[src/hw/rtl/rv32fd_pkg.sv]
`default_nettype none

package rv32fd_pkg;

  typedef enum logic [2:0] {
    FMT_NONE = 3'd0,
    FMT_U    = 3'd1,
    FMT_J    = 3'd2,
    FMT_R    = 3'd3,
    FMT_I    = 3'd4,
    FMT_S    = 3'd5,
    FMT_B    = 3'd6
  } fmt_e;

  localparam logic [6:0] OPC_U_MASK = 7'h14;
  localparam logic [6:0] OPC_JAL    = 7'h6F;
  localparam logic [6:0] OPC_OP     = 7'h33;
  localparam logic [6:0] OPC_LOAD   = 7'h03;
  localparam logic [6:0] OPC_OP_IMM = 7'h13;
  localparam logic [6:0] OPC_SYSTEM = 7'h73;
  localparam logic [6:0] OPC_JALR   = 7'h67;
  localparam logic [6:0] OPC_STORE  = 7'h23;
  localparam logic [6:0] OPC_BRANCH = 7'h63;

  // rd of x0 on a writing format is reported as this value
  localparam logic [5:0] RD_ZERO_CODE = 6'd32;

  typedef struct packed {
    fmt_e        fmt;
    logic [6:0]  opcode;
    logic [5:0]  dest_reg;
    logic [4:0]  src1_reg;
    logic [4:0]  src2_reg;
    logic [2:0]  func3;
    logic [6:0]  func7;
    logic [31:0] immediate;
  } decode_t;

  function automatic decode_t decode(input logic [31:0] w);
    decode_t    r;
    logic [5:0] rd;
    logic [6:0] op;
    op = w[6:0];
    rd = (w[11:7] == 5'd0) ? RD_ZERO_CODE : {1'b0, w[11:7]};
    r  = '0;
    r.fmt    = FMT_NONE;
    r.opcode = op;
    if ((op & OPC_U_MASK) == OPC_U_MASK) begin
      r.fmt       = FMT_U;
      r.dest_reg  = rd;
      r.immediate = {{12{w[31]}}, w[31:12]};
    end else if (op == OPC_JAL) begin
      r.fmt       = FMT_J;
      r.dest_reg  = rd;
      // jump offset without its always-zero low bit
      r.immediate = {{12{w[31]}}, w[31], w[19:12], w[20], w[30:21]};
    end else if (op == OPC_OP) begin
      r.fmt      = FMT_R;
      r.dest_reg = rd;
      r.src1_reg = w[19:15];
      r.src2_reg = w[24:20];
      r.func3    = w[14:12];
      r.func7    = w[31:25];
    end else if (op == OPC_LOAD || op == OPC_OP_IMM || op == OPC_SYSTEM ||
                 op == OPC_JALR) begin
      r.fmt       = FMT_I;
      r.dest_reg  = rd;
      r.src1_reg  = w[19:15];
      r.func3     = w[14:12];
      r.immediate = {{20{w[31]}}, w[31:20]};
    end else if (op == OPC_STORE) begin
      r.fmt       = FMT_S;
      r.src1_reg  = w[19:15];
      r.src2_reg  = w[24:20];
      r.func3     = w[14:12];
      r.immediate = {{20{w[31]}}, w[31:25], w[11:7]};
    end else if (op == OPC_BRANCH) begin
      r.fmt       = FMT_B;
      r.src1_reg  = w[19:15];
      r.src2_reg  = w[24:20];
      r.func3     = w[14:12];
      r.immediate = {{20{w[31]}}, w[31], w[7], w[30:25], w[11:8]};
    end
    return r;
  endfunction

endpackage

`default_nettype wire

[src/hw/rtl/rv32i_field_decoder_core.sv]
`default_nettype none

// RV32I field decoder. Each instruction word beat yields one result beat
// carrying format, opcode, register numbers, funct3/funct7 and the
// sign-extended immediate (J and B offsets are given halved, U is the upper
// 20 bits shifted down). Throughput is one instruction per clock while the
// output is not stalled. The word is held in the input register and decoded
// combinationally into the result register, which drives the outputs. A
// waiting result does not block intake while the input register is free.
module rv32i_field_decoder_core (
  input  wire logic               clk_i,
  input  wire logic               rst_ni,
  input  wire logic               in_valid_i,
  output      logic               in_stall_o,
  input  wire logic [31:0]        instruction_i,
  output      logic               out_valid_o,
  input  wire logic               out_stall_i,
  output      logic [2:0]         format_o,
  output      logic [6:0]         opcode_o,
  output      logic [5:0]         dest_reg_o,
  output      logic [4:0]         src1_reg_o,
  output      logic [4:0]         src2_reg_o,
  output      logic [2:0]         func3_o,
  output      logic [6:0]         func7_o,
  output      logic signed [31:0] immediate_o
);

  logic                 in_valid_q;
  logic [31:0]          instr_q;
  logic                 res_valid_q;
  rv32fd_pkg::decode_t  res_q;
  rv32fd_pkg::decode_t  res_d;
  logic                 res_load;
  logic                 in_load;

  // result register takes a new beat when empty or being drained
  assign res_load   = !res_valid_q || !out_stall_i;
  assign in_stall_o = in_valid_q && !res_load;
  assign in_load    = in_valid_i && !in_stall_o;

  assign res_d = rv32fd_pkg::decode(instr_q);

  always_ff @(posedge clk_i or negedge rst_ni) begin
    if (!rst_ni) begin
      in_valid_q  <= 1'b0;
      res_valid_q <= 1'b0;
    end else begin
      if (res_load) begin
        res_valid_q <= in_valid_q;
      end
      if (in_load) begin
        in_valid_q <= 1'b1;
      end else if (res_load) begin
        in_valid_q <= 1'b0;
      end
    end
  end

  always_ff @(posedge clk_i) begin
    if (in_load) begin
      instr_q <= instruction_i;
    end
    if (res_load && in_valid_q) begin
      res_q <= res_d;
    end
  end

  assign out_valid_o = res_valid_q;
  assign format_o    = res_q.fmt;
  assign opcode_o    = res_q.opcode;
  assign dest_reg_o  = res_q.dest_reg;
  assign src1_reg_o  = res_q.src1_reg;
  assign src2_reg_o  = res_q.src2_reg;
  assign func3_o     = res_q.func3;
  assign func7_o     = res_q.func7;
  assign immediate_o = res_q.immediate;

endmodule

`default_nettype wire

[config.mk]
export PLATFORM = sky130hd
export DESIGN_NAME = rv32i_field_decoder_core
export DESIGN_NICKNAME = d
export VERILOG_FILES = /design/src/hw/rtl/rv32fd_pkg.sv /design/src/hw/rtl/rv32i_field_decoder_core.sv
export SDC_FILE = /design/constraint.sdc
export NUM_CORES = 1
export LEC_CHECK = 0
export ABC_AREA = 0
export BUFFER_PORTS_ARGS = -buffer_cell sky130_fd_sc_hd__buf_2
export CAP_MARGIN = 20
export CORE_MARGIN = 2
export CORE_UTILIZATION = 40
export DETAILED_ROUTE_END_ITERATION = 10
export SETUP_SLACK_MARGIN = 0.3
export SYNTH_ARGS = -nofsm -noshare
export SYNTH_HDL_FRONTEND = slang
export SYNTH_SLANG_ARGS = --single-unit
[constraint.sdc]
create_clock -name clk_i -period 13.7 [get_ports clk_i]
set_clock_uncertainty 0.2 [all_clocks]
set_input_delay 2.055 -clock clk_i [delete_from_list [all_inputs] [get_ports clk_i]]
set_output_delay 2.055 -clock clk_i [all_outputs]
set_load 0.01 [all_outputs]
==> Word-level counts from Yosys, hierarchy flattened <==
Index checks and enable logic that the tools add are counted.
{ "classes": {"addsub": 0, "mul": 0, "n_div": 0, "order_cmp": 0, "eq_ne": 9, "shift": 0, "mux": 23, "bitwise_logic": 1, "reduce_logical": 16} }
{ "op_table": {"columns": ["operator", "count"], "rows": [
  ["2-to-1 mux 32 bit", 6],
  ["== test 7 bit, second input constant", 4],
  ["2-to-1 mux 13 bit", 2],
  ["2-to-1 mux 6 bit", 4],
  ["2-to-1 mux 19 bit", 1],
  ["== test 7 x 6 -> 1 bit, second input constant", 2],
  ["2-to-1 mux 3 bit", 4],
  ["2-to-1 mux 5 bit", 2],
  ["== test 7 x 2 -> 1 bit, second input constant", 1],
  ["== test 7 x 5 -> 1 bit, second input constant", 1],
  ["OR reduction 3 bit", 2],
  ["logical NOT 5 bit", 1],
  ["logical NOT 1 bit", 4],
  ["logical OR 1 bit", 4],
  ["2-to-1 mux 2 bit", 2],
  ["logical AND 1 bit", 3],
  ["== test 2 bit, second input constant", 1],
  ["2-to-1 mux 1 bit", 2],
  ["nonzero test 2 bit", 1],
  ["OR reduction 2 bit", 1],
  ["NOT 1 bit", 1]
]} }
{ "word_totals": {"ff_bits": 102, "latch_bits": 0, "ram_bits": 0, "rom_bits": 0, "inputBits": 36, "out_inout_bits": 70, "elab_cells": 61, "n_memories": 0} }

==> Longest topological paths before layout <==
Gate-level depths: netlist (run 1).
{ "depth": {"word_depth": 8, "ltp_mapped": 6, "depth_no_buf": 4} }

==> Least setup slack after synthesis (run 1) <==
Ideal clock, no wire load.
{ "synth_path": {"path_type": "in2reg", "from": "in out_stall_i", "to": "reg res_q (netlist bit dest_reg_o[0]) (enable)", "setup_time_ps": 555, "arrival_ps": 6124, "t_required_ps": 12945, "setup_slack_ps": 6820, "path_stages": 1, "n_path_buf": 0, "cell_sequence": "a21boi_0"} }
{ "synth_via": {"elab_chain_len": 3} }
{ "synth_rtl": {"columns": ["element", "line", "source"], "rows": [
  ["from (decl)", "rv32i_field_decoder_core.sv:17", "input wire logic out_stall_i,"],
  ["logical NOT 1 bit", "rv32i_field_decoder_core.sv:37", "assign res_load = !res_valid_q || !out_stall_i;"],
  ["logical OR 1 bit", "rv32i_field_decoder_core.sv:37", null],
  ["logical AND 1 bit", "rv32i_field_decoder_core.sv:63", "if (res_load && in_valid_q) begin"],
  ["to (signal assigned)", "rv32i_field_decoder_core.sv:64", "res_q <= res_d;"],
  ["to (decl)", "rv32i_field_decoder_core.sv:31", "rv32fd_pkg::decode_t res_q;"]
]} }
Every way passes these cells.
A chain may end at the register's enable or synchronous reset.

==> Final worst setup path (run 1) <==
{ "layout_path": {"from": "in out_stall_i", "to": "out in_stall_o"} }
{ "layout_via": {"elab_chain_len": 4} }
{ "layout_rtl": {"columns": ["element", "line", "source"], "rows": [
  ["logical NOT 1 bit", "rv32i_field_decoder_core.sv:37", null],
  ["logical OR 1 bit", "rv32i_field_decoder_core.sv:37", null],
  ["logical NOT 1 bit", "rv32i_field_decoder_core.sv:38", "assign in_stall_o = in_valid_q && !res_load;"],
  ["logical AND 1 bit", "rv32i_field_decoder_core.sv:38", null],
  ["to (decl)", "rv32i_field_decoder_core.sv:14", "output logic in_stall_o,"]
]} }
Every way passes these cells.

==> results.cfg, run 1 <==
[run_status]
status = completed

[cts]
cts_hold_buf = 0
clock_latency_ps = 350
cts_setup_buffers = 0
cts_sinks = 90
cts_resized = 0
cts_root_buf = clkbuf_8
cts_tree = done
cts_buffer_depth = 2
htree_num_levels = 3
cts.clk_slew.worst_paths_ps = 90
cts-buffers-inserted = 9

[timing]
fin_setup_tns_ps = 0
fin_ws_ps = 8969
relSlewSlack_pct = 36.62
rsz0062_at_grt = no
final_hold_viol_count = 0
maxSlewViolCount = 0
setup_viol = 0
min_period_ps = 4731
tightest_slew_ps = 947.2
min_period_over_period_pct = 34.53
fmax_ghz = 0.2114

[power_and_ir_drop]
irDropWorstVdd_mv = 0.04833
power_uw = 593.1
p_leak_uw = 0.001790
p_per_area_nw_per_um2 = 132.7

[synthesis]
syn_nets = 261
ys_top_cells_by_count = edfxtp_1, and2_1, buf_4
yosysTopAreaCellShare_pct = 71.67
syn_area_per_cell_um2 = 16.39
synth_cell_types = 39
async_reset_ff_share_pct = 2.222
ys_seq_elements = 90
yosys_warnings = 0
synth-edff-count = 88
yosysMostFrequentCell = edfxtp_1
synth.largest_area_cell = edfxtp_1
ys_seq_area_share_pct = 73.02
synth_area_um2 = 3687
syn_inst = 225
synthFlopType = edfxtp_1
synthTopCellsByArea = edfxtp_1, and2_1, a221o_1

[cells_and_area]
fin_area_um2 = 4471
fill_cells = 809
multi_input_area_um2 = 869.6
syn2layout_area_growth_pct = 21.24
n_antenna_cell = 0
layout.area.seq_um2 = 2693
nNetsFinal = 358
final_layout_size_suffix_gt1_share_pct = 44.04

[critical_path]
required_ps = 11440
timing.rr.start = instr_q[4]
crit_chain = buf_2 > nand3_1 > inv_1 > buf_2
cp-end-kind = output pin
worst-endpoint-arrival_ps = 2480
r2r_end = immediate_o[2]
max_stage_delay_ps = 130
crit_path_frequent_cell = buf_2
r2r_cells = 4
critPathSlowestCell = buf_2
cp_max_fo = 3
rrSetupSlack_ps = 11280
worstSetupPathType = primary input to output pin
cp-start-kind = primary input

[worst_hold_path]
worstHoldPathCells = 1
worst_hold_path.endpoint = out_valid_o
worstHoldStart = in_valid_q
hold_class = register to register

[grt]
overflow = 0
antenna_found_initial = 0
grt_max_degree = 57
grt_pass1_vias = 2093
grt_usage_pct = 14.82
grt_pass1_wl_um = 10980

[drt]
num_vias = 2229
wl_per_cell_um = 16.63
antenna_left = 0
wl_um = 7285
drt_iter0_markers = 165
routed_via_density = 5.089
dr.pass1.iters = 4
drc_errors = 0

[placement]
place.gp.congestion = 0.8395
dpl_cell_area_um2 = 4245
dp_hpwl_um = 5007
port_buffers = 105
place_ws_ps = 8964

[die]
die_w_um = 100.0
core.rowCount = 35
fp.dieH_um = 100.0
core_um2 = 9109
pin_count = 106
dieArea_um2 = 10000
initial_core_util_pct = 40.48

[flow_run]
maxCapViolCount = 0
flip-flops by register name (all words and copies together) (netlist names):
register,count
format_o,3
dest_reg_o,6
out_valid_o,1
immediate_o,20
in_valid_q,1
src1_reg_o,5
instr_q,32
func3_o,3
opcode_o,7
func7_o,7
src2_reg_o,5
worst max path at each step:
stage          cells after the start         from  slack (ps)       endpoint
2_1_floorplan                      1  out_stall_i        6820  dest_reg_o[0]
3_3_place_gp                       4  out_stall_i        8990     in_stall_o
3_5_place_dp                       4  out_stall_i        8960     in_stall_o
4_1_cts                            4  out_stall_i        8960     in_stall_o
5_1_grt                            4  out_stall_i        8920     in_stall_o
6_report                           4  out_stall_i        8970     in_stall_o
logic make-up after synthesis:
kind of cell	after synthesis	share of synthesized area [%]
flops	90	73.02
simple gates	66	10.89
xor+xnor	2	0.4751
buf+inv	22	3.699
compound gates	39	10.08
mux	6	1.832
critical path: cells and delay by family:
kind,cells,cell delay (ps)
buffers and inverters,3,320
and+or+nand+nor,1,110
metal layers:
metal  share of wire, %  up-vias  routed length, um  track usage [%]
met5                  0        -                  0                0
met1                 43     1072               3153            19.59
met2                 49       81               3585            24.01
met4                1.5        0                107            6.533
li1                   -     1068                  -                -
met3                6.0        8                439            2.855
cell type report:
type / count / area share [%]
clock buffer: 10 / 2.855
clock inverter: 6 / 2.183
inverter: 1 / 0.08396
multi-input combinational: 113 / 19.45
sequential: 90 / 60.23
tap: 111 / 3.107
timing repair buffer: 107 / 12.09
report_power, final:
| group | total [uW] | internal, uW | switching [uW] |
|---|---|---|---|
| logic | 54.0 | 24.0 | 30.0 |
| registers | 339 | 326 | 13.7 |
| clock network | 200 | 105 | 94.4 |
metrics by stage:
step | utilization, % | hold slack [ps] | instances
global placement | 46.61 | 261.2 | 422
floorplan | - | 220.6 | 225
CTS | 49.08 | 318.4 | 438
detailed placement | 46.61 | 291.7 | 422
finish | 49.08 | 308.6 | 438
global route | 49.08 | 337.7 | 438
layout by cell type, fill, tap and decap left out, types with 2 or more instances in the layout:
cell type  netlist  final
a221o_1         11     11
clkinv_4         0      2
nor2b_1          8      8
buf_4           12      2
nand3b_1         2      2
nand3_1          5      5
a22o_1           7      7
clkbuf_8         0      9
and2_1          18     18
nor3_1           5      5
a21boi_4         2      3
a221o_2          8      8
bufinv_16        0      2
and3_1           6      6
o21ai_0          3      3
nor2_1           6      6
edfxtp_1        88     88
nand2b_1         3      3
dfrtp_1          2      2
nand2_1          4      4
mux2_2           6      6
buf_2            7    105
(Power assumes the default switching activity.)
==> inputs of run 2 (changes only) <==
- clock period: 13.7 -> 4.5 ns (I/O delays scaled with it)
==> run 2 against run 1 <==
Against the previous run: non-clock buffer count up 1; sequential share of layout area fell by 0.29 points; setup slack lost 6900 ps; power grew to 3.1 times the previous value; core utilization is 0.23 points higher; first-iteration DRC count down 15%; critical path depth is the same; worst hold slack worse by 20 ps; register-to-register slack worse by 9200 ps; cell area increased by 0.48%; clock power grew to 3.2 times the previous value; via count grew 0.31%; critical path type is now register to register.
==> results.cfg, run 2 (synthesis gave the netlist of run 1 again) <==
[cts]
cts-buffers-inserted = 9
cts_resized = 0
cts_root_buf = clkbuf_8
htree_num_levels = 3
cts_sinks = 90
cts.clk_slew.worst_paths_ps = 90
cts_tree = done
cts_buffer_depth = 2
clock_latency_ps = 350

[flow_run]
maxCapViolCount = 0

[cells_and_area]
n_antenna_cell = 0
largest_register_ffs = 32
final_layout_size_suffix_gt1_share_pct = 43.60
nNetsFinal = 359
syn2layout_area_growth_pct = 21.82
final_common_cell = buf_2
layout_common_cells = buf_2, edfxtp_1, and2_1, a221o_1, clkbuf_8
layout.area.seq_um2 = 2693
regMostFlops = instr_q
multi_input_area_um2 = 869.6
fill_cells = 808
final_util_pct = 49.31

[critical_path]
rrSetupSlack_ps = 2080
r2r_cells = 4
required_ps = 4520
timing.rr.start = instr_q[4]
cp-end-kind = register
worstSetupPathType = register to register
critical_path_buf_inv_count = 0
worst-endpoint-arrival_ps = 2440
critPathTopFamily = simple AND/OR/NAND/NOR gates
max_stage_delay_ps = 800
critPathSlowestCell = nor2_1
r2r_end = immediate_o[1]
crit_chain = nand4b_1 > nor2_1 > a22o_1 > a221o_1
cp_max_fo = 17
cp-start-kind = register

[grt]
antenna_found_initial = 0
grt_pass1_vias = 2121
grt_max_degree = 42
overflow = 0
grt_pass1_wl_um = 11210
grt_usage_pct = 15.03

[drt]
drc_errors = 0
num_vias = 2236
dr.pass1.iters = 4
routed_via_density = 5.093
antenna_left = 0
wl_per_cell_um = 16.80
drt_iter0_markers = 140
wl_um = 7375

[die]
die_w_um = 100.0
dieArea_um2 = 10000
core_um2 = 9109
initial_core_util_pct = 40.48
pin_count = 106
core.rowCount = 35
fp.dieH_um = 100.0

[timing]
final_hold_viol_count = 0
fmax_ghz = 0.4137
relSlewSlack_pct = 34.66
fin_setup_tns_ps = 0
rsz0062_at_grt = no
maxSlewViolCount = 0
tightest_slew_ps = 976.4
setup_viol = 0
min_period_ps = 2417
min_period_over_period_pct = 53.71

[power_and_ir_drop]
irDropWorstVdd_mv = 0.1903
p_leak_uw = 0.001791
power_uw = 1843
p_per_area_nw_per_um2 = 410.4

[worst_hold_path]
worstHoldPathCells = 1
hold_class = register to register
worst_hold_path.endpoint = out_valid_o
worstHoldStart = in_valid_q

[placement]
port_buffers = 105
dp_hpwl_um = 5162
place.gp.congestion = 0.8389

[run_status]
status = completed
## run 2: changes by cell type in the layout (fill, tap and decap cells not counted)
| cell | before | now |
|---|---|---|
| clkinv_4 | 2 | 0 |
| clkinvlp_4 | 0 | 2 |
| bufinv_16 | 2 | 3 |
| clkbuf_1 | 1 | 2 |
| dlygate4sd3_1 | 0 | 1 |
| inv_6 | 1 | 0 |
| inv_8 | 1 | 0 |
## run 2: worst max path at each step
stage                            from        endpoint  slack (ps)  depth (start not counted)
after floorplan           out_stall_i   dest_reg_o[0]         580                          1
after CTS                  instr_q[4]  immediate_o[1]        2080                          4
after detailed placement  out_stall_i   src1_reg_o[0]        2050                          3
final                      instr_q[4]  immediate_o[1]        2080                          4
after global routing       instr_q[4]  immediate_o[1]        1870                          4
after global placement    out_stall_i   src1_reg_o[0]        2080                          3
## run 2: worst register-to-register path, stage by stage, from the launching register on
cell	delay, ps
edfxtp_1	610
nand4b_1	320
nor2_1	800
a22o_1	250
a221o_1	110
## run 2: through the flow
stage | worst slack [ps] | instances | hold WS [ps] | instance area, um^2
floorplan | 584.9 | 225 | 179.4 | 3687
global placement | 2080 | 422 | 260.4 | 4245
detailed placement | 2048 | 422 | 263.2 | 4245
CTS | 2076 | 439 | 273.6 | 4492
global route | 1869 | 439 | 262.7 | 4492
finish | 2083 | 439 | 288.1 | 4492
## run 2: timing repair
item,CTS,global route
hold buffers,1,0
setup endpoints to repair,0,0
setup buffers,0,0
endpoints found under the hold margin,2,0
## run 2: layer usage
| layer | vias up | wire, um | track usage, % |
|---|---|---|---|
| met5 | - | 0 | 0 |
| met4 | 0 | 105 | 4.531 |
| met3 | 8 | 470 | 4.526 |
| li1 | 1066 | - | - |
| met1 | 1072 | 3299 | 20.56 |
| met2 | 90 | 3499 | 23.39 |
## run 2: final cells by class
type                    count  share of cell area (%)
flip-flops and latches     90                   59.94
clock inverters             5                   2.340
clock buffers              11                   2.925
inverters                   1                 0.08357
multi-input cells         113                   19.36
well taps                 111                   3.092
repair buffers            108                   12.26
## run 2: power breakdown
group | leakage, uW | total (uW) | switching [uW] | internal (uW)
Sequential | 0.000887 | 1030 | 41.2 | 991
Combinational | 0.000794 | 166 | 91.9 | 73.6
Clock | 0.000110 | 645 | 276 | 370
Total | 0.00179 | 1840 | 409 | 1430
